### src/sv/tlr_pkg.sv
// shared types and constants of the thick line rasterizer
`timescale 1ns / 1ps
`default_nettype none
package tlr_pkg;

   localparam int IMG_BITS       = 13;
   localparam int COLOR_BITS     = 32;
   localparam int STROKE_BITS    = 7;
   localparam int CSR_INDEX_BITS = 8;
   localparam int CSR_DATA_BITS  = 32;

   localparam logic [IMG_BITS-1:0]    IMG_DIM_RESET = 13'd1024;
   localparam logic [COLOR_BITS-1:0]  COLOR_RESET   = 32'hFF00_0000;
   localparam logic [STROKE_BITS-1:0] STROKE_MIN    = 7'd2;
   // half-width offset: wd = (q + 4) / 8 in quarter pixels
   localparam logic [STROKE_BITS:0]   STROKE_BIAS   = 8'd4;

   localparam logic [CSR_INDEX_BITS-1:0] CSR_IMAGE_WIDTH   = 8'd0;
   localparam logic [CSR_INDEX_BITS-1:0] CSR_IMAGE_HEIGHT  = 8'd1;
   localparam logic [CSR_INDEX_BITS-1:0] CSR_DRAW_COLOR    = 8'd2;
   localparam logic [CSR_INDEX_BITS-1:0] CSR_ALPHA_PRESENT = 8'd3;

   localparam logic ACTION_START = 1'b0;
   localparam logic ACTION_STEP  = 1'b1;

   typedef enum logic [6:0] {
      PH_IDLE  = 7'b0000001,
      PH_MAIN  = 7'b0000010,
      PH_XCHK  = 7'b0000100,
      PH_LOOPA = 7'b0001000,
      PH_YCHK  = 7'b0010000,
      PH_LOOPB = 7'b0100000,
      PH_DONE  = 7'b1000000
   } phase_type;

   typedef enum logic [5:0] {
      ST_READY = 6'b000001,
      ST_SQX   = 6'b000010,
      ST_SQY   = 6'b000100,
      ST_ROOT  = 6'b001000,
      ST_SCALE = 6'b010000,
      ST_WALK  = 6'b100000
   } ctrl_state_type;

   typedef struct packed {
      logic load;
      logic sq_x;
      logic sq_y;
      logic root_step;
      logic scale;
      logic walk;
   } dp_cmd_type;

   typedef struct packed {
      logic emit;
      logic out_free;
   } dp_status_type;

endpackage
`default_nettype wire

### src/sv/tlr_if.sv
// channel interfaces: input items, result items and register writes
`timescale 1ns / 1ps
`default_nettype none
interface tlr_req_if #(parameter int COORD_BITS = 13);
   logic valid;
   logic ready;
   logic action;
   logic signed [COORD_BITS-1:0] start_x;
   logic signed [COORD_BITS-1:0] start_y;
   logic signed [COORD_BITS-1:0] end_x;
   logic signed [COORD_BITS-1:0] end_y;
   logic [tlr_pkg::STROKE_BITS-1:0] stroke_quarters;
   modport source (output valid, action, start_x, start_y, end_x, end_y, stroke_quarters,
                   input ready);
   modport sink (input valid, action, start_x, start_y, end_x, end_y, stroke_quarters,
                 output ready);
endinterface

interface tlr_rsp_if #(parameter int COORD_BITS = 13);
   logic valid;
   logic ready;
   logic signed [COORD_BITS-1:0] pixel_x;
   logic signed [COORD_BITS-1:0] pixel_y;
   logic visible;
   logic [tlr_pkg::COLOR_BITS-1:0] pixel_color;
   logic write_alpha;
   logic done_res;
   modport source (output valid, pixel_x, pixel_y, visible, pixel_color, write_alpha,
                   done_res, input ready);
   modport sink (input valid, pixel_x, pixel_y, visible, pixel_color, write_alpha,
                 done_res, output ready);
endinterface

interface tlr_csr_if;
   logic valid;
   logic ready;
   logic [tlr_pkg::CSR_INDEX_BITS-1:0] index;
   logic [tlr_pkg::CSR_DATA_BITS-1:0]  data;
   modport source (output valid, index, data, input ready);
   modport sink (input valid, index, data, output ready);
endinterface
`default_nettype wire

### src/sv/thick_line_rasterizer_core.sv
// top level of the thick line rasterizer
// A start transfer loads the endpoints and stroke and yields no result; the
// block then holds ready low while it squares dx and dy, runs the bit-pair
// square root one step per cycle, and scales the threshold.
// A step transfer walks the datapath phases, one walk step per phase and
// only while the output register is free, until a phase yields one result,
// and the next transfer is taken once the result is held in the output
// register. A step with no line loaded, or after the line ended, returns a
// result with done_res set and all else 0.
// Register writes are always accepted and take effect at once.
`timescale 1ns / 1ps
`default_nettype none
module thick_line_rasterizer_core #(
   parameter int COORD_BITS       = 13,
   parameter int THRESH_FRAC_BITS = 8
) (
   input wire logic clock,
   input wire logic reset,
   tlr_req_if.sink   req_ch,
   tlr_rsp_if.source rsp_ch,
   tlr_csr_if.sink   csr_ch
);
   tlr_pkg::dp_cmd_type    cmd;
   tlr_pkg::dp_status_type status;

   assign csr_ch.ready = 1'b1;

   tlr_ctrl #(
      .ROOT_STEPS(COORD_BITS + 1 + THRESH_FRAC_BITS)
   ) u_ctrl (
      .clock      (clock),
      .reset      (reset),
      .req_valid  (req_ch.valid),
      .req_action (req_ch.action),
      .req_ready  (req_ch.ready),
      .cmd        (cmd),
      .status     (status)
   );

   tlr_dp #(
      .COORD_BITS       (COORD_BITS),
      .THRESH_FRAC_BITS (THRESH_FRAC_BITS)
   ) u_dp (
      .clock               (clock),
      .reset               (reset),
      .cmd                 (cmd),
      .status              (status),
      .req_start_x         (req_ch.start_x),
      .req_start_y         (req_ch.start_y),
      .req_end_x           (req_ch.end_x),
      .req_end_y           (req_ch.end_y),
      .req_stroke_quarters (req_ch.stroke_quarters),
      .csr_write           (csr_ch.valid),
      .csr_index           (csr_ch.index),
      .csr_data            (csr_ch.data),
      .rsp_valid           (rsp_ch.valid),
      .rsp_ready           (rsp_ch.ready),
      .rsp_pixel_x         (rsp_ch.pixel_x),
      .rsp_pixel_y         (rsp_ch.pixel_y),
      .rsp_visible         (rsp_ch.visible),
      .rsp_pixel_color     (rsp_ch.pixel_color),
      .rsp_write_alpha     (rsp_ch.write_alpha),
      .rsp_done_res        (rsp_ch.done_res)
   );
endmodule
`default_nettype wire

### src/sv/tlr_ctrl.sv
// controller: sequences line setup, the square root and the walk steps
`timescale 1ns / 1ps
`default_nettype none
module tlr_ctrl #(
   parameter int ROOT_STEPS = 22
) (
   input  wire logic                  clock,
   input  wire logic                  reset,
   input  wire logic                  req_valid,
   input  wire logic                  req_action,
   output logic                       req_ready,
   output tlr_pkg::dp_cmd_type        cmd,
   input  wire tlr_pkg::dp_status_type status
);
   localparam int CW = (ROOT_STEPS > 1) ? $clog2(ROOT_STEPS) : 1;
   localparam logic [CW-1:0] LAST = CW'(ROOT_STEPS - 1);

   tlr_pkg::ctrl_state_type state_ff, state_in;
   logic [CW-1:0] cnt_ff, cnt_in;
   logic req_xfer;

   assign req_ready = (state_ff == tlr_pkg::ST_READY);
   assign req_xfer  = req_valid && req_ready;

   always_comb begin
      state_in = state_ff;
      cnt_in   = cnt_ff;
      cmd      = '0;
      unique case (state_ff)
         tlr_pkg::ST_READY: begin
            if (req_xfer) begin
               if (req_action == tlr_pkg::ACTION_START) begin
                  cmd.load = 1'b1;
                  state_in = tlr_pkg::ST_SQX;
               end else begin
                  state_in = tlr_pkg::ST_WALK;
               end
            end
         end
         tlr_pkg::ST_SQX: begin
            cmd.sq_x = 1'b1;
            state_in = tlr_pkg::ST_SQY;
         end
         tlr_pkg::ST_SQY: begin
            cmd.sq_y = 1'b1;
            cnt_in   = '0;
            state_in = tlr_pkg::ST_ROOT;
         end
         tlr_pkg::ST_ROOT: begin
            cmd.root_step = 1'b1;
            cnt_in        = cnt_ff + 1'b1;
            if (cnt_ff == LAST) state_in = tlr_pkg::ST_SCALE;
         end
         tlr_pkg::ST_SCALE: begin
            cmd.scale = 1'b1;
            state_in  = tlr_pkg::ST_READY;
         end
         tlr_pkg::ST_WALK: begin
            cmd.walk = status.out_free;
            if (status.emit) state_in = tlr_pkg::ST_READY;
         end
         default: state_in = tlr_pkg::ST_READY;
      endcase
   end

   always_ff @(posedge clock) begin
      if (reset) begin
         state_ff <= tlr_pkg::ST_READY;
         cnt_ff   <= '0;
      end else begin
         state_ff <= state_in;
         cnt_ff   <= cnt_in;
      end
   end

   a_root_ends: assert property (@(posedge clock) disable iff (reset)
      (state_ff == tlr_pkg::ST_ROOT && cnt_ff == LAST) |=> state_ff == tlr_pkg::ST_SCALE)
      else $error("square root did not end after its last step");
   a_start_setup: assert property (@(posedge clock) disable iff (reset)
      cmd.load |=> state_ff == tlr_pkg::ST_SQX)
      else $error("start transfer did not enter setup");
   a_emit_in_walk: assert property (@(posedge clock) disable iff (reset)
      status.emit |-> state_ff == tlr_pkg::ST_WALK)
      else $error("result produced outside a step");
endmodule
`default_nettype wire

### src/sv/tlr_dp.sv
// datapath: line setup, shift-subtract square root, walk and result register
`timescale 1ns / 1ps
`default_nettype none
module tlr_dp #(
   parameter int COORD_BITS       = 13,
   parameter int THRESH_FRAC_BITS = 8
) (
   input  wire logic clock,
   input  wire logic reset,
   input  wire tlr_pkg::dp_cmd_type cmd,
   output tlr_pkg::dp_status_type   status,
   input  wire logic signed [COORD_BITS-1:0] req_start_x,
   input  wire logic signed [COORD_BITS-1:0] req_start_y,
   input  wire logic signed [COORD_BITS-1:0] req_end_x,
   input  wire logic signed [COORD_BITS-1:0] req_end_y,
   input  wire logic [tlr_pkg::STROKE_BITS-1:0] req_stroke_quarters,
   input  wire logic csr_write,
   input  wire logic [tlr_pkg::CSR_INDEX_BITS-1:0] csr_index,
   input  wire logic [tlr_pkg::CSR_DATA_BITS-1:0]  csr_data,
   output logic rsp_valid,
   input  wire logic rsp_ready,
   output logic signed [COORD_BITS-1:0] rsp_pixel_x,
   output logic signed [COORD_BITS-1:0] rsp_pixel_y,
   output logic rsp_visible,
   output logic [tlr_pkg::COLOR_BITS-1:0] rsp_pixel_color,
   output logic rsp_write_alpha,
   output logic rsp_done_res
);
   localparam int C   = COORD_BITS;
   localparam int F   = THRESH_FRAC_BITS;
   localparam int PW  = C + 2;              // cursor and side coordinates
   localparam int EB  = C + 10;             // error terms
   localparam int SW  = 2 * C + 1;          // dx^2 + dy^2
   localparam int RN  = C + 1 + F;          // square root bits
   localparam int RW  = 2 * RN;             // radicand
   localparam int TB  = RN + 5;             // width threshold
   localparam int LW  = EB + F;             // threshold compare
   localparam int XW  = (PW > tlr_pkg::IMG_BITS) ? PW : tlr_pkg::IMG_BITS;
   localparam int QB  = tlr_pkg::STROKE_BITS + 1;

   // configuration
   logic [tlr_pkg::IMG_BITS-1:0]   img_w_ff, img_h_ff;
   logic [tlr_pkg::COLOR_BITS-1:0] color_ff;
   logic                           alpha_ff;

   always_ff @(posedge clock) begin
      if (reset) begin
         img_w_ff <= tlr_pkg::IMG_DIM_RESET;
         img_h_ff <= tlr_pkg::IMG_DIM_RESET;
         color_ff <= tlr_pkg::COLOR_RESET;
         alpha_ff <= 1'b0;
      end else if (csr_write) begin
         unique case (csr_index)
            tlr_pkg::CSR_IMAGE_WIDTH:   img_w_ff <= csr_data[tlr_pkg::IMG_BITS-1:0];
            tlr_pkg::CSR_IMAGE_HEIGHT:  img_h_ff <= csr_data[tlr_pkg::IMG_BITS-1:0];
            tlr_pkg::CSR_DRAW_COLOR:    color_ff <= csr_data[tlr_pkg::COLOR_BITS-1:0];
            tlr_pkg::CSR_ALPHA_PRESENT: alpha_ff <= csr_data[0];
            default: ;
         endcase
      end
   end

   // line state
   logic signed [PW-1:0] cx_ff, cy_ff, tx_ff, ty_ff, x2_ff, y2_ff;
   logic signed [PW-1:0] cx_in, cy_in, x2_in, y2_in;
   logic [C-1:0]         dx_ff, dy_ff;
   logic                 nx_ff, ny_ff, zero_ff;
   logic signed [EB-1:0] err_ff, e2_ff, err_in, e2_in;
   logic [tlr_pkg::STROKE_BITS-1:0] q_ff;
   logic [TB-1:0]        thr_ff;
   tlr_pkg::phase_type   ph_ff, ph_in;

   // setup and root state
   logic [SW-1:0]   acc_ff;
   logic [RW-1:0]   rad_ff;
   logic [RN+1:0]   rem_ff;
   logic [RN-1:0]   root_ff;

   // result register
   logic                         out_v_ff;
   logic signed [C-1:0]          out_x_ff, out_y_ff;
   logic                         out_vis_ff, out_alpha_ff, out_done_ff;
   logic [tlr_pkg::COLOR_BITS-1:0] out_color_ff;

   // setup terms from the start transfer
   logic signed [PW-1:0] lx0, ly0, lx1, ly1, ldx, ldy;
   assign lx0 = PW'(req_start_x);
   assign ly0 = PW'(req_start_y);
   assign lx1 = PW'(req_end_x);
   assign ly1 = PW'(req_end_y);
   assign ldx = (lx1 > lx0) ? lx1 - lx0 : lx0 - lx1;
   assign ldy = (ly1 > ly0) ? ly1 - ly0 : ly0 - ly1;

   // square root step
   logic [RN+1:0] rem_sh, trial;
   assign rem_sh = {rem_ff[RN-1:0], rad_ff[RW-1 -: 2]};
   assign trial  = {root_ff, 2'b01};

   // threshold scaling
   logic [RN-1:0]   ed;
   logic [QB-1:0]   qb;
   logic [RN+QB-1:0] prod;
   assign ed   = zero_ff ? RN'(1 << F) : root_ff;
   assign qb   = {1'b0, q_ff} + tlr_pkg::STROKE_BIAS;
   assign prod = ed * qb;

   // walk terms
   logic signed [EB-1:0] dxe, dye;
   logic signed [PW-1:0] sx, sy, nsx, nsy;
   logic signed [LW-1:0] lhs, rhs;
   logic below;
   assign dxe   = $signed({{(EB-C){1'b0}}, dx_ff});
   assign dye   = $signed({{(EB-C){1'b0}}, dy_ff});
   assign sx    = {{(PW-1){nx_ff}}, 1'b1};
   assign sy    = {{(PW-1){ny_ff}}, 1'b1};
   assign nsx   = x2_ff + sx;
   assign nsy   = y2_ff + sy;
   assign lhs   = {e2_ff, {F{1'b0}}};
   assign rhs   = $signed({{(LW-TB){1'b0}}, thr_ff});
   assign below = lhs < rhs;

   function automatic logic inside_dim(input logic signed [PW-1:0] p,
                                       input logic [tlr_pkg::IMG_BITS-1:0] lim);
      return !p[PW-1] && (XW'(p[PW-2:0]) < XW'(lim));
   endfunction

   logic emit, emit_done;
   logic signed [PW-1:0] ex, ey;
   logic out_free;
   assign out_free = !out_v_ff || rsp_ready;

   always_comb begin
      emit      = 1'b0;
      emit_done = 1'b0;
      ex        = cx_ff;
      ey        = cy_ff;
      cx_in     = cx_ff;
      cy_in     = cy_ff;
      x2_in     = x2_ff;
      y2_in     = y2_ff;
      err_in    = err_ff;
      e2_in     = e2_ff;
      ph_in     = ph_ff;
      unique case (ph_ff)
         tlr_pkg::PH_MAIN: begin
            emit  = 1'b1;
            e2_in = err_ff;
            x2_in = cx_ff;
            ph_in = tlr_pkg::PH_XCHK;
         end
         tlr_pkg::PH_XCHK: begin
            if ((e2_ff <<< 1) >= -dxe) begin
               e2_in = e2_ff + dye;
               y2_in = cy_ff;
               ph_in = tlr_pkg::PH_LOOPA;
            end else begin
               ph_in = tlr_pkg::PH_YCHK;
            end
         end
         tlr_pkg::PH_LOOPA: begin
            if (below && (ty_ff != y2_ff || dx_ff > dy_ff)) begin
               y2_in = nsy;
               emit  = 1'b1;
               ey    = nsy;
               e2_in = e2_ff + dxe;
            end else if (cx_ff == tx_ff) begin
               ph_in     = tlr_pkg::PH_DONE;
               emit      = 1'b1;
               emit_done = 1'b1;
            end else begin
               e2_in  = err_ff;
               err_in = err_ff - dye;
               cx_in  = cx_ff + sx;
               ph_in  = tlr_pkg::PH_YCHK;
            end
         end
         tlr_pkg::PH_YCHK: begin
            if ((e2_ff <<< 1) <= dye) begin
               e2_in = dxe - e2_ff;
               ph_in = tlr_pkg::PH_LOOPB;
            end else begin
               ph_in = tlr_pkg::PH_MAIN;
            end
         end
         tlr_pkg::PH_LOOPB: begin
            if (below && (tx_ff != x2_ff || dx_ff < dy_ff)) begin
               x2_in = nsx;
               emit  = 1'b1;
               ex    = nsx;
               e2_in = e2_ff + dye;
            end else if (cy_ff == ty_ff) begin
               ph_in     = tlr_pkg::PH_DONE;
               emit      = 1'b1;
               emit_done = 1'b1;
            end else begin
               err_in = err_ff + dxe;
               cy_in  = cy_ff + sy;
               ph_in  = tlr_pkg::PH_MAIN;
            end
         end
         default: begin
            emit      = 1'b1;
            emit_done = 1'b1;
         end
      endcase
   end

   assign status.emit     = cmd.walk && emit;
   assign status.out_free = out_free;

   always_ff @(posedge clock) begin
      if (reset) begin
         ph_ff <= tlr_pkg::PH_IDLE;
      end else if (cmd.load) begin
         ph_ff <= tlr_pkg::PH_MAIN;
      end else if (cmd.walk) begin
         ph_ff <= ph_in;
      end
   end

   always_ff @(posedge clock) begin
      if (cmd.load) begin
         cx_ff   <= lx0;
         cy_ff   <= ly0;
         tx_ff   <= lx1;
         ty_ff   <= ly1;
         dx_ff   <= ldx[C-1:0];
         dy_ff   <= ldy[C-1:0];
         nx_ff   <= !(lx0 < lx1);
         ny_ff   <= !(ly0 < ly1);
         err_ff  <= EB'(ldx) - EB'(ldy);
         e2_ff   <= '0;
         x2_ff   <= '0;
         y2_ff   <= '0;
         zero_ff <= (ldx == '0) && (ldy == '0);
         q_ff    <= (req_stroke_quarters < tlr_pkg::STROKE_MIN) ? tlr_pkg::STROKE_MIN
                                                                 : req_stroke_quarters;
      end else if (cmd.walk) begin
         cx_ff  <= cx_in;
         cy_ff  <= cy_in;
         x2_ff  <= x2_in;
         y2_ff  <= y2_in;
         err_ff <= err_in;
         e2_ff  <= e2_in;
      end
      if (cmd.sq_x) acc_ff <= SW'(dx_ff) * SW'(dx_ff);
      if (cmd.sq_y) begin
         rad_ff  <= {{(RW-SW-2*F){1'b0}}, acc_ff + SW'(dy_ff) * SW'(dy_ff), {(2*F){1'b0}}};
         rem_ff  <= '0;
         root_ff <= '0;
      end else if (cmd.root_step) begin
         rad_ff <= {rad_ff[RW-3:0], 2'b00};
         if (rem_sh >= trial) begin
            rem_ff  <= rem_sh - trial;
            root_ff <= {root_ff[RN-2:0], 1'b1};
         end else begin
            rem_ff  <= rem_sh;
            root_ff <= {root_ff[RN-2:0], 1'b0};
         end
      end
      if (reset) thr_ff <= '0;
      else if (cmd.scale) thr_ff <= prod[RN+QB-1:3];
   end

   // result register
   always_ff @(posedge clock) begin
      if (reset) begin
         out_v_ff <= 1'b0;
      end else if (status.emit) begin
         out_v_ff <= 1'b1;
      end else if (rsp_ready) begin
         out_v_ff <= 1'b0;
      end
      if (status.emit) begin
         out_done_ff  <= emit_done;
         out_x_ff     <= emit_done ? '0 : ex[C-1:0];
         out_y_ff     <= emit_done ? '0 : ey[C-1:0];
         out_vis_ff   <= !emit_done && inside_dim(ex, img_w_ff) && inside_dim(ey, img_h_ff);
         out_color_ff <= emit_done ? '0 : color_ff;
         out_alpha_ff <= !emit_done && alpha_ff;
      end
   end

   assign rsp_valid       = out_v_ff;
   assign rsp_pixel_x     = out_x_ff;
   assign rsp_pixel_y     = out_y_ff;
   assign rsp_visible     = out_vis_ff;
   assign rsp_pixel_color = out_color_ff;
   assign rsp_write_alpha = out_alpha_ff;
   assign rsp_done_res    = out_done_ff;

   a_emit_fills: assert property (@(posedge clock) disable iff (reset)
      status.emit |=> out_v_ff)
      else $error("produced result not held in output register");
   a_thr_set: assert property (@(posedge clock) disable iff (reset)
      cmd.scale |=> thr_ff != '0)
      else $error("width threshold is zero after setup");
   a_walk_room: assert property (@(posedge clock) disable iff (reset)
      cmd.walk |-> out_free)
      else $error("walk step with output register occupied");
endmodule
`default_nettype wire

### src/flat_wrapper.sv
// flat-port wrapper written by rule: the top's interface ports become plain ports
module thick_line_rasterizer_core_flat 
#(
   parameter int COORD_BITS       = 13,
   parameter int THRESH_FRAC_BITS = 8
)
  (clock, reset, req_ch_valid, req_ch_action, req_ch_start_x, req_ch_start_y, req_ch_end_x, req_ch_end_y, req_ch_stroke_quarters, req_ch_ready, rsp_ch_valid, rsp_ch_pixel_x, rsp_ch_pixel_y, rsp_ch_visible, rsp_ch_pixel_color, rsp_ch_write_alpha, rsp_ch_done_res, rsp_ch_ready, csr_ch_valid, csr_ch_index, csr_ch_data, csr_ch_ready);
  tlr_req_if #(.COORD_BITS(COORD_BITS)) req_ch_i ();
  tlr_rsp_if #(.COORD_BITS(COORD_BITS)) rsp_ch_i ();
  tlr_csr_if csr_ch_i ();
  input wire logic clock;
  input wire logic reset;
  input wire logic [$bits(req_ch_i.valid)-1:0] req_ch_valid;
  input wire logic [$bits(req_ch_i.action)-1:0] req_ch_action;
  input wire logic [$bits(req_ch_i.start_x)-1:0] req_ch_start_x;
  input wire logic [$bits(req_ch_i.start_y)-1:0] req_ch_start_y;
  input wire logic [$bits(req_ch_i.end_x)-1:0] req_ch_end_x;
  input wire logic [$bits(req_ch_i.end_y)-1:0] req_ch_end_y;
  input wire logic [$bits(req_ch_i.stroke_quarters)-1:0] req_ch_stroke_quarters;
  output wire logic [$bits(req_ch_i.ready)-1:0] req_ch_ready;
  output wire logic [$bits(rsp_ch_i.valid)-1:0] rsp_ch_valid;
  output wire logic [$bits(rsp_ch_i.pixel_x)-1:0] rsp_ch_pixel_x;
  output wire logic [$bits(rsp_ch_i.pixel_y)-1:0] rsp_ch_pixel_y;
  output wire logic [$bits(rsp_ch_i.visible)-1:0] rsp_ch_visible;
  output wire logic [$bits(rsp_ch_i.pixel_color)-1:0] rsp_ch_pixel_color;
  output wire logic [$bits(rsp_ch_i.write_alpha)-1:0] rsp_ch_write_alpha;
  output wire logic [$bits(rsp_ch_i.done_res)-1:0] rsp_ch_done_res;
  input wire logic [$bits(rsp_ch_i.ready)-1:0] rsp_ch_ready;
  input wire logic [$bits(csr_ch_i.valid)-1:0] csr_ch_valid;
  input wire logic [$bits(csr_ch_i.index)-1:0] csr_ch_index;
  input wire logic [$bits(csr_ch_i.data)-1:0] csr_ch_data;
  output wire logic [$bits(csr_ch_i.ready)-1:0] csr_ch_ready;
  assign req_ch_i.valid = req_ch_valid;
  assign req_ch_i.action = req_ch_action;
  assign req_ch_i.start_x = req_ch_start_x;
  assign req_ch_i.start_y = req_ch_start_y;
  assign req_ch_i.end_x = req_ch_end_x;
  assign req_ch_i.end_y = req_ch_end_y;
  assign req_ch_i.stroke_quarters = req_ch_stroke_quarters;
  assign req_ch_ready = req_ch_i.ready;
  assign rsp_ch_valid = rsp_ch_i.valid;
  assign rsp_ch_pixel_x = rsp_ch_i.pixel_x;
  assign rsp_ch_pixel_y = rsp_ch_i.pixel_y;
  assign rsp_ch_visible = rsp_ch_i.visible;
  assign rsp_ch_pixel_color = rsp_ch_i.pixel_color;
  assign rsp_ch_write_alpha = rsp_ch_i.write_alpha;
  assign rsp_ch_done_res = rsp_ch_i.done_res;
  assign rsp_ch_i.ready = rsp_ch_ready;
  assign csr_ch_i.valid = csr_ch_valid;
  assign csr_ch_i.index = csr_ch_index;
  assign csr_ch_i.data = csr_ch_data;
  assign csr_ch_ready = csr_ch_i.ready;
  thick_line_rasterizer_core #(.COORD_BITS(COORD_BITS), .THRESH_FRAC_BITS(THRESH_FRAC_BITS)) u_core (.clock(clock), .reset(reset), .req_ch(req_ch_i), .rsp_ch(rsp_ch_i), .csr_ch(csr_ch_i));
endmodule
### config.mk
export PLATFORM = sky130hd
export DESIGN_NAME = thick_line_rasterizer_core_flat
export DESIGN_NICKNAME = d
export VERILOG_FILES = /design/src/sv/tlr_pkg.sv /design/src/sv/tlr_if.sv /design/src/sv/thick_line_rasterizer_core.sv /design/src/sv/tlr_ctrl.sv /design/src/sv/tlr_dp.sv /design/src/flat_wrapper.sv
export SDC_FILE = /design/constraint.sdc
export NUM_CORES = 2
export LEC_CHECK = 0
export BUFFER_PORTS_ARGS = -buffer_cell sky130_fd_sc_hd__buf_2
export CORE_ASPECT_RATIO = 0.9
export CORE_MARGIN = 1.5
export CORE_UTILIZATION = 65
export CTS_CLUSTER_SIZE = 28
export DETAILED_ROUTE_END_ITERATION = 8
export HOLD_SLACK_MARGIN = 0.1
export MAX_ROUTING_LAYER = met4
export PLACE_DENSITY = 0.86
export SLEW_MARGIN = 20
export SYNTH_ARGS = -nofsm -noshare
export SYNTH_HDL_FRONTEND = slang
export SYNTH_SLANG_ARGS = --single-unit
### constraint.sdc
create_clock -name clock -period 21.2 [get_ports clock]
set_clock_uncertainty 0.2 [all_clocks]
set_input_delay 2.12 -clock clock [delete_from_list [all_inputs] [get_ports clock]]
set_output_delay 2.12 -clock clock [all_outputs]
set_load 0.01 [all_outputs]
==> impl_metrics.ini <==
[yosys]
synth-seq-area-share_pct = 24.25
synth_top_cell_by_area = fa_1
yosysUniqueCellTypes = 89
netlist_instances = 5157
ys_ff_latch = 431
yosysTopAreaCellShare_pct = 15.53
synthTopCellsByArea = fa_1, edfxtp_1, ha_1, dfxtp_1, inv_1
yosysMostFrequentCell = inv_1
async_flop_share_pct = 0
synth_warnings = 0
synthTopCellsByCount = inv_1, nand2_1, ha_1
synth-edff-count = 228
syn-cell-area_um2 = 45000
synth_nets = 6106
dominantRegCellSynth = edfxtp_1
syn_area_per_cell_um2 = 8.726

[worst_setup_path]
startpoint_type = flop
cp.arrival_ns = 8.06
crit_fanout = 15
worstRegToRegCells = 24
r2r_start = u_core.u_dp.dy_ff[9]$_DFFE_PP_
crit_path_end_kind = flop
r2r_slack_ns = 13.27
required_ns = 21.33
r2r-end = u_core.u_dp.rad_ff[42]$_DFFE_PN_
startpoint = u_core.u_dp.dy_ff[9]$_DFFE_PP_
path_class = reg -> reg

[detailed_routing]
vias_per_cell = 6.143
first_iter_violations = 4158
drt-total-wl_mm = 126.5
vias = 38020
dr.pass1.iters = 8
wire_per_inst_um = 20.44
drc_errors = 0
final_antenna_net_count = 0

[sta]
final.setup.tns_ns = 0
setup_viol = 0
worstMarginPinSlew_ns = 1.096
rsz0062_at_grt = false
period_needed_ns = 7.929
slew_headroom_pct = 26.69
timing.final.hold_violations = 0
clock.fmax_mhz = 126.1
slew_violations = 0
holdWs_ns = 0.2489
post-route-period-util_pct = 37.40
worst_slack_ns = 13.27

[power]
p_clk_share_pct = 15.6
p_per_area_nw_per_um2 = 121.0
switchingPower_uw = 2634
leakage_uw = 0.02243
comb_power_share_pct = 66.7
power_uw = 5846
p_int_uw = 3212
p_sw_share_pct = 45.06
power_frac_seq_pct = 17.7
ir_drop_mv = 0.1919

[run_status]
status = completed

[hold_path]
hp-class = reg -> reg
hold_end = u_core.u_dp.rad_ff[43]$_SDFFE_PP0P_
hp-start = u_core.u_dp.rad_ff[41]$_DFFE_PN_
whs_path_depth = 2

[clock_network]
clock_path_buffers = 3
htree_levels = 2
clk_latency_ns = 0.62
ctsHoldBuffers = 0
cts_tree = yes
cts.clk_slew.worst_paths_ns = 0.06
post_cts_resized = 0
cts_root_buffer = clkbuf_16
cts_sinks = 431
cts_setup_buffers = 0
numCtsBuffers = 48

[global_routing]
grt_start_max_net_pins = 100
use_met2_pct = 55.15
grt_pass1_vias = 37080
grt-ovfl-total = 0
globalRouteMet1Util_pct = 48.57
grt_pass1_wl_mm = 199.6
top_usage_layer = met2
grt_use_met3_pct = 7.238
grtUsageTotal_pct = 36.67
grt_antenna_before_repair = 7

[placed_design]
globalplace.congestion = 1.005
io_buffers = 167
pre_cts_slack_ns = 12.99
post-dp-hpwl_mm = 96.99

[floorplan]
start_util_pct = 65.65
dieArea_um2 = 70820
num_rows = 91
dieHeight_um = 252.6
pin_count = 169
coreArea_um2 = 68540
die_w_um = 280.4

[layout]
area_growth_pct = 7.352
regArea_um2 = 10910
fill_cells = 5216
post-route-util_pct = 70.48
final_net_count = 6161
multiInputGateArea_um2 = 30630
drive_above_1_share_pct = 7.121

[run]
cap_violations = 0
==> layer usage <==
layer | up-vias | routed length, um
li1 | 17570 | -
met1 | 18190 | 51110
met2 | 1896 | 56030
met3 | 367 | 13500
met4 | 0 | 5838
met5 | - | 0
==> sequential cells by signal, summed over array words and instances (netlist names), 13 cells and up <==
name and flops:
u_core.u_dp.rsp_pixel_y 13, u_core.u_dp.acc_ff 25, u_core.u_dp.dy_ff 13, u_core.u_dp.img_w_ff 13
u_core.u_dp.thr_ff 27, u_core.u_dp.dx_ff 13, u_core.u_dp.root_ff 22, u_core.u_dp.x2_ff 15
u_core.u_dp.rem_ff 22, u_core.u_dp.e2_ff 23, u_core.u_dp.cx_ff 15, u_core.u_dp.rsp_pixel_x 13
u_core.u_dp.err_ff 23, u_core.u_dp.ty_ff 13, u_core.u_dp.img_h_ff 13, u_core.u_dp.y2_ff 15
u_core.u_dp.rsp_pixel_color 32, u_core.u_dp.cy_ff 15, u_core.u_dp.tx_ff 13, u_core.u_dp.rad_ff 28
u_core.u_dp.color_ff 32
==> layout by cell type, fill, tap and decap left out, types with 34 or more instances in the layout <==
cell	synthesis	routed
o21ai_0	184	183
xnor2_1	198	198
nand3_1	92	92
a211oi_1	49	49
inv_1	705	704
ha_1	495	495
mux2i_1	78	78
nor2_1	465	462
dfxtp_1	203	203
clkbuf_16	0	50
nand2_1	515	515
nor3_1	80	79
xor2_1	103	103
a21o_1	98	98
and2_1	118	117
fa_1	349	349
buf_4	2	50
nand4_1	47	47
nor4_1	35	34
nand2b_1	52	52
buf_2	13	166
nor2b_1	40	40
edfxtp_1	228	228
a21oi_1	304	303
==> metrics by stage <==
| stage | instance area, um^2 | cells |
|---|---|---|
| global route | 48310 | 6189 |
| detailed placement | 46580 | 6092 |
| CTS | 48280 | 6182 |
| floorplan | 45000 | 5157 |
| global placement | 46580 | 6092 |
| finish | 48310 | 6189 |
==> worst max-delay path by stage <==
stage | end | slack, ns
global placement | u_core.u_dp.err_ff[20]$_DFFE_PP_ | 13.18
finish | u_core.u_dp.rad_ff[42]$_DFFE_PN_ | 13.27
floorplan | u_core.u_dp.rad_ff[42]$_DFFE_PN_ | 13.94
global route | u_core.u_dp.rad_ff[42]$_DFFE_PN_ | 12.88
detailed placement | u_core.u_dp.err_ff[19]$_DFFE_PP_ | 12.99
CTS | u_core.u_dp.rad_ff[42]$_DFFE_PN_ | 13.34
==> worst max-delay path, cell delays in order (launching register included) <==
cell and delay, ns:
edfxtp_1 0.72, inv_1 0.48, nor2_1 0.30, inv_1 0.09, fa_1 0.51, inv_1 0.06, fa_1 0.49, inv_1 0.06
fa_1 0.53, inv_1 0.06, fa_1 0.50, fa_1 0.54, inv_1 0.05, fa_1 0.50, inv_1 0.04, ha_1 0.34
a21o_1 0.19, a221o_1 0.36, a221o_1 0.42, a221o_1 0.36, a211o_1 0.30, a21oi_1 0.24, o21bai_1 0.10, xnor2_1 0.14
o21ai_0 0.08
==> power groups by stage <==
stage                     logic (uW)  registers, uW  clock network, uW
after global routing            4410           1030                946
after floorplan                 3010           1030                  0
after global placement          3700           1050                  0
final                           3900           1030                911
after detailed placement        3830           1050                  0
after CTS                       3870           1030                917
==> area by class of cell <==
type	instances	share of cell area, %
Antenna cell	7	0.03626
Multi-Input combinational cell	3803	63.41
Sequential cell	431	22.59
Tap cell	930	2.409
Clock inverter	25	0.7252
Inverter	712	5.543
Clock buffer	65	2.795
Timing Repair Buffer	216	2.497
==> logic make-up after synthesis <==
kind of cell / after synthesis / share of synthesized area, %
flip-flops: 431 / 24.25
other: 1 / 0.008333
AND/OR/NAND/NOR: 1580 / 16.38
AO/OA/AOI/OAI: 971 / 13.95
multiplexers: 106 / 2.452
XOR/XNOR: 301 / 5.858
adder cells (fa/ha/maj): 844 / 29.29
buffers and inverters: 923 / 7.819
Note: power is estimated with default switching activity, not from simulation.
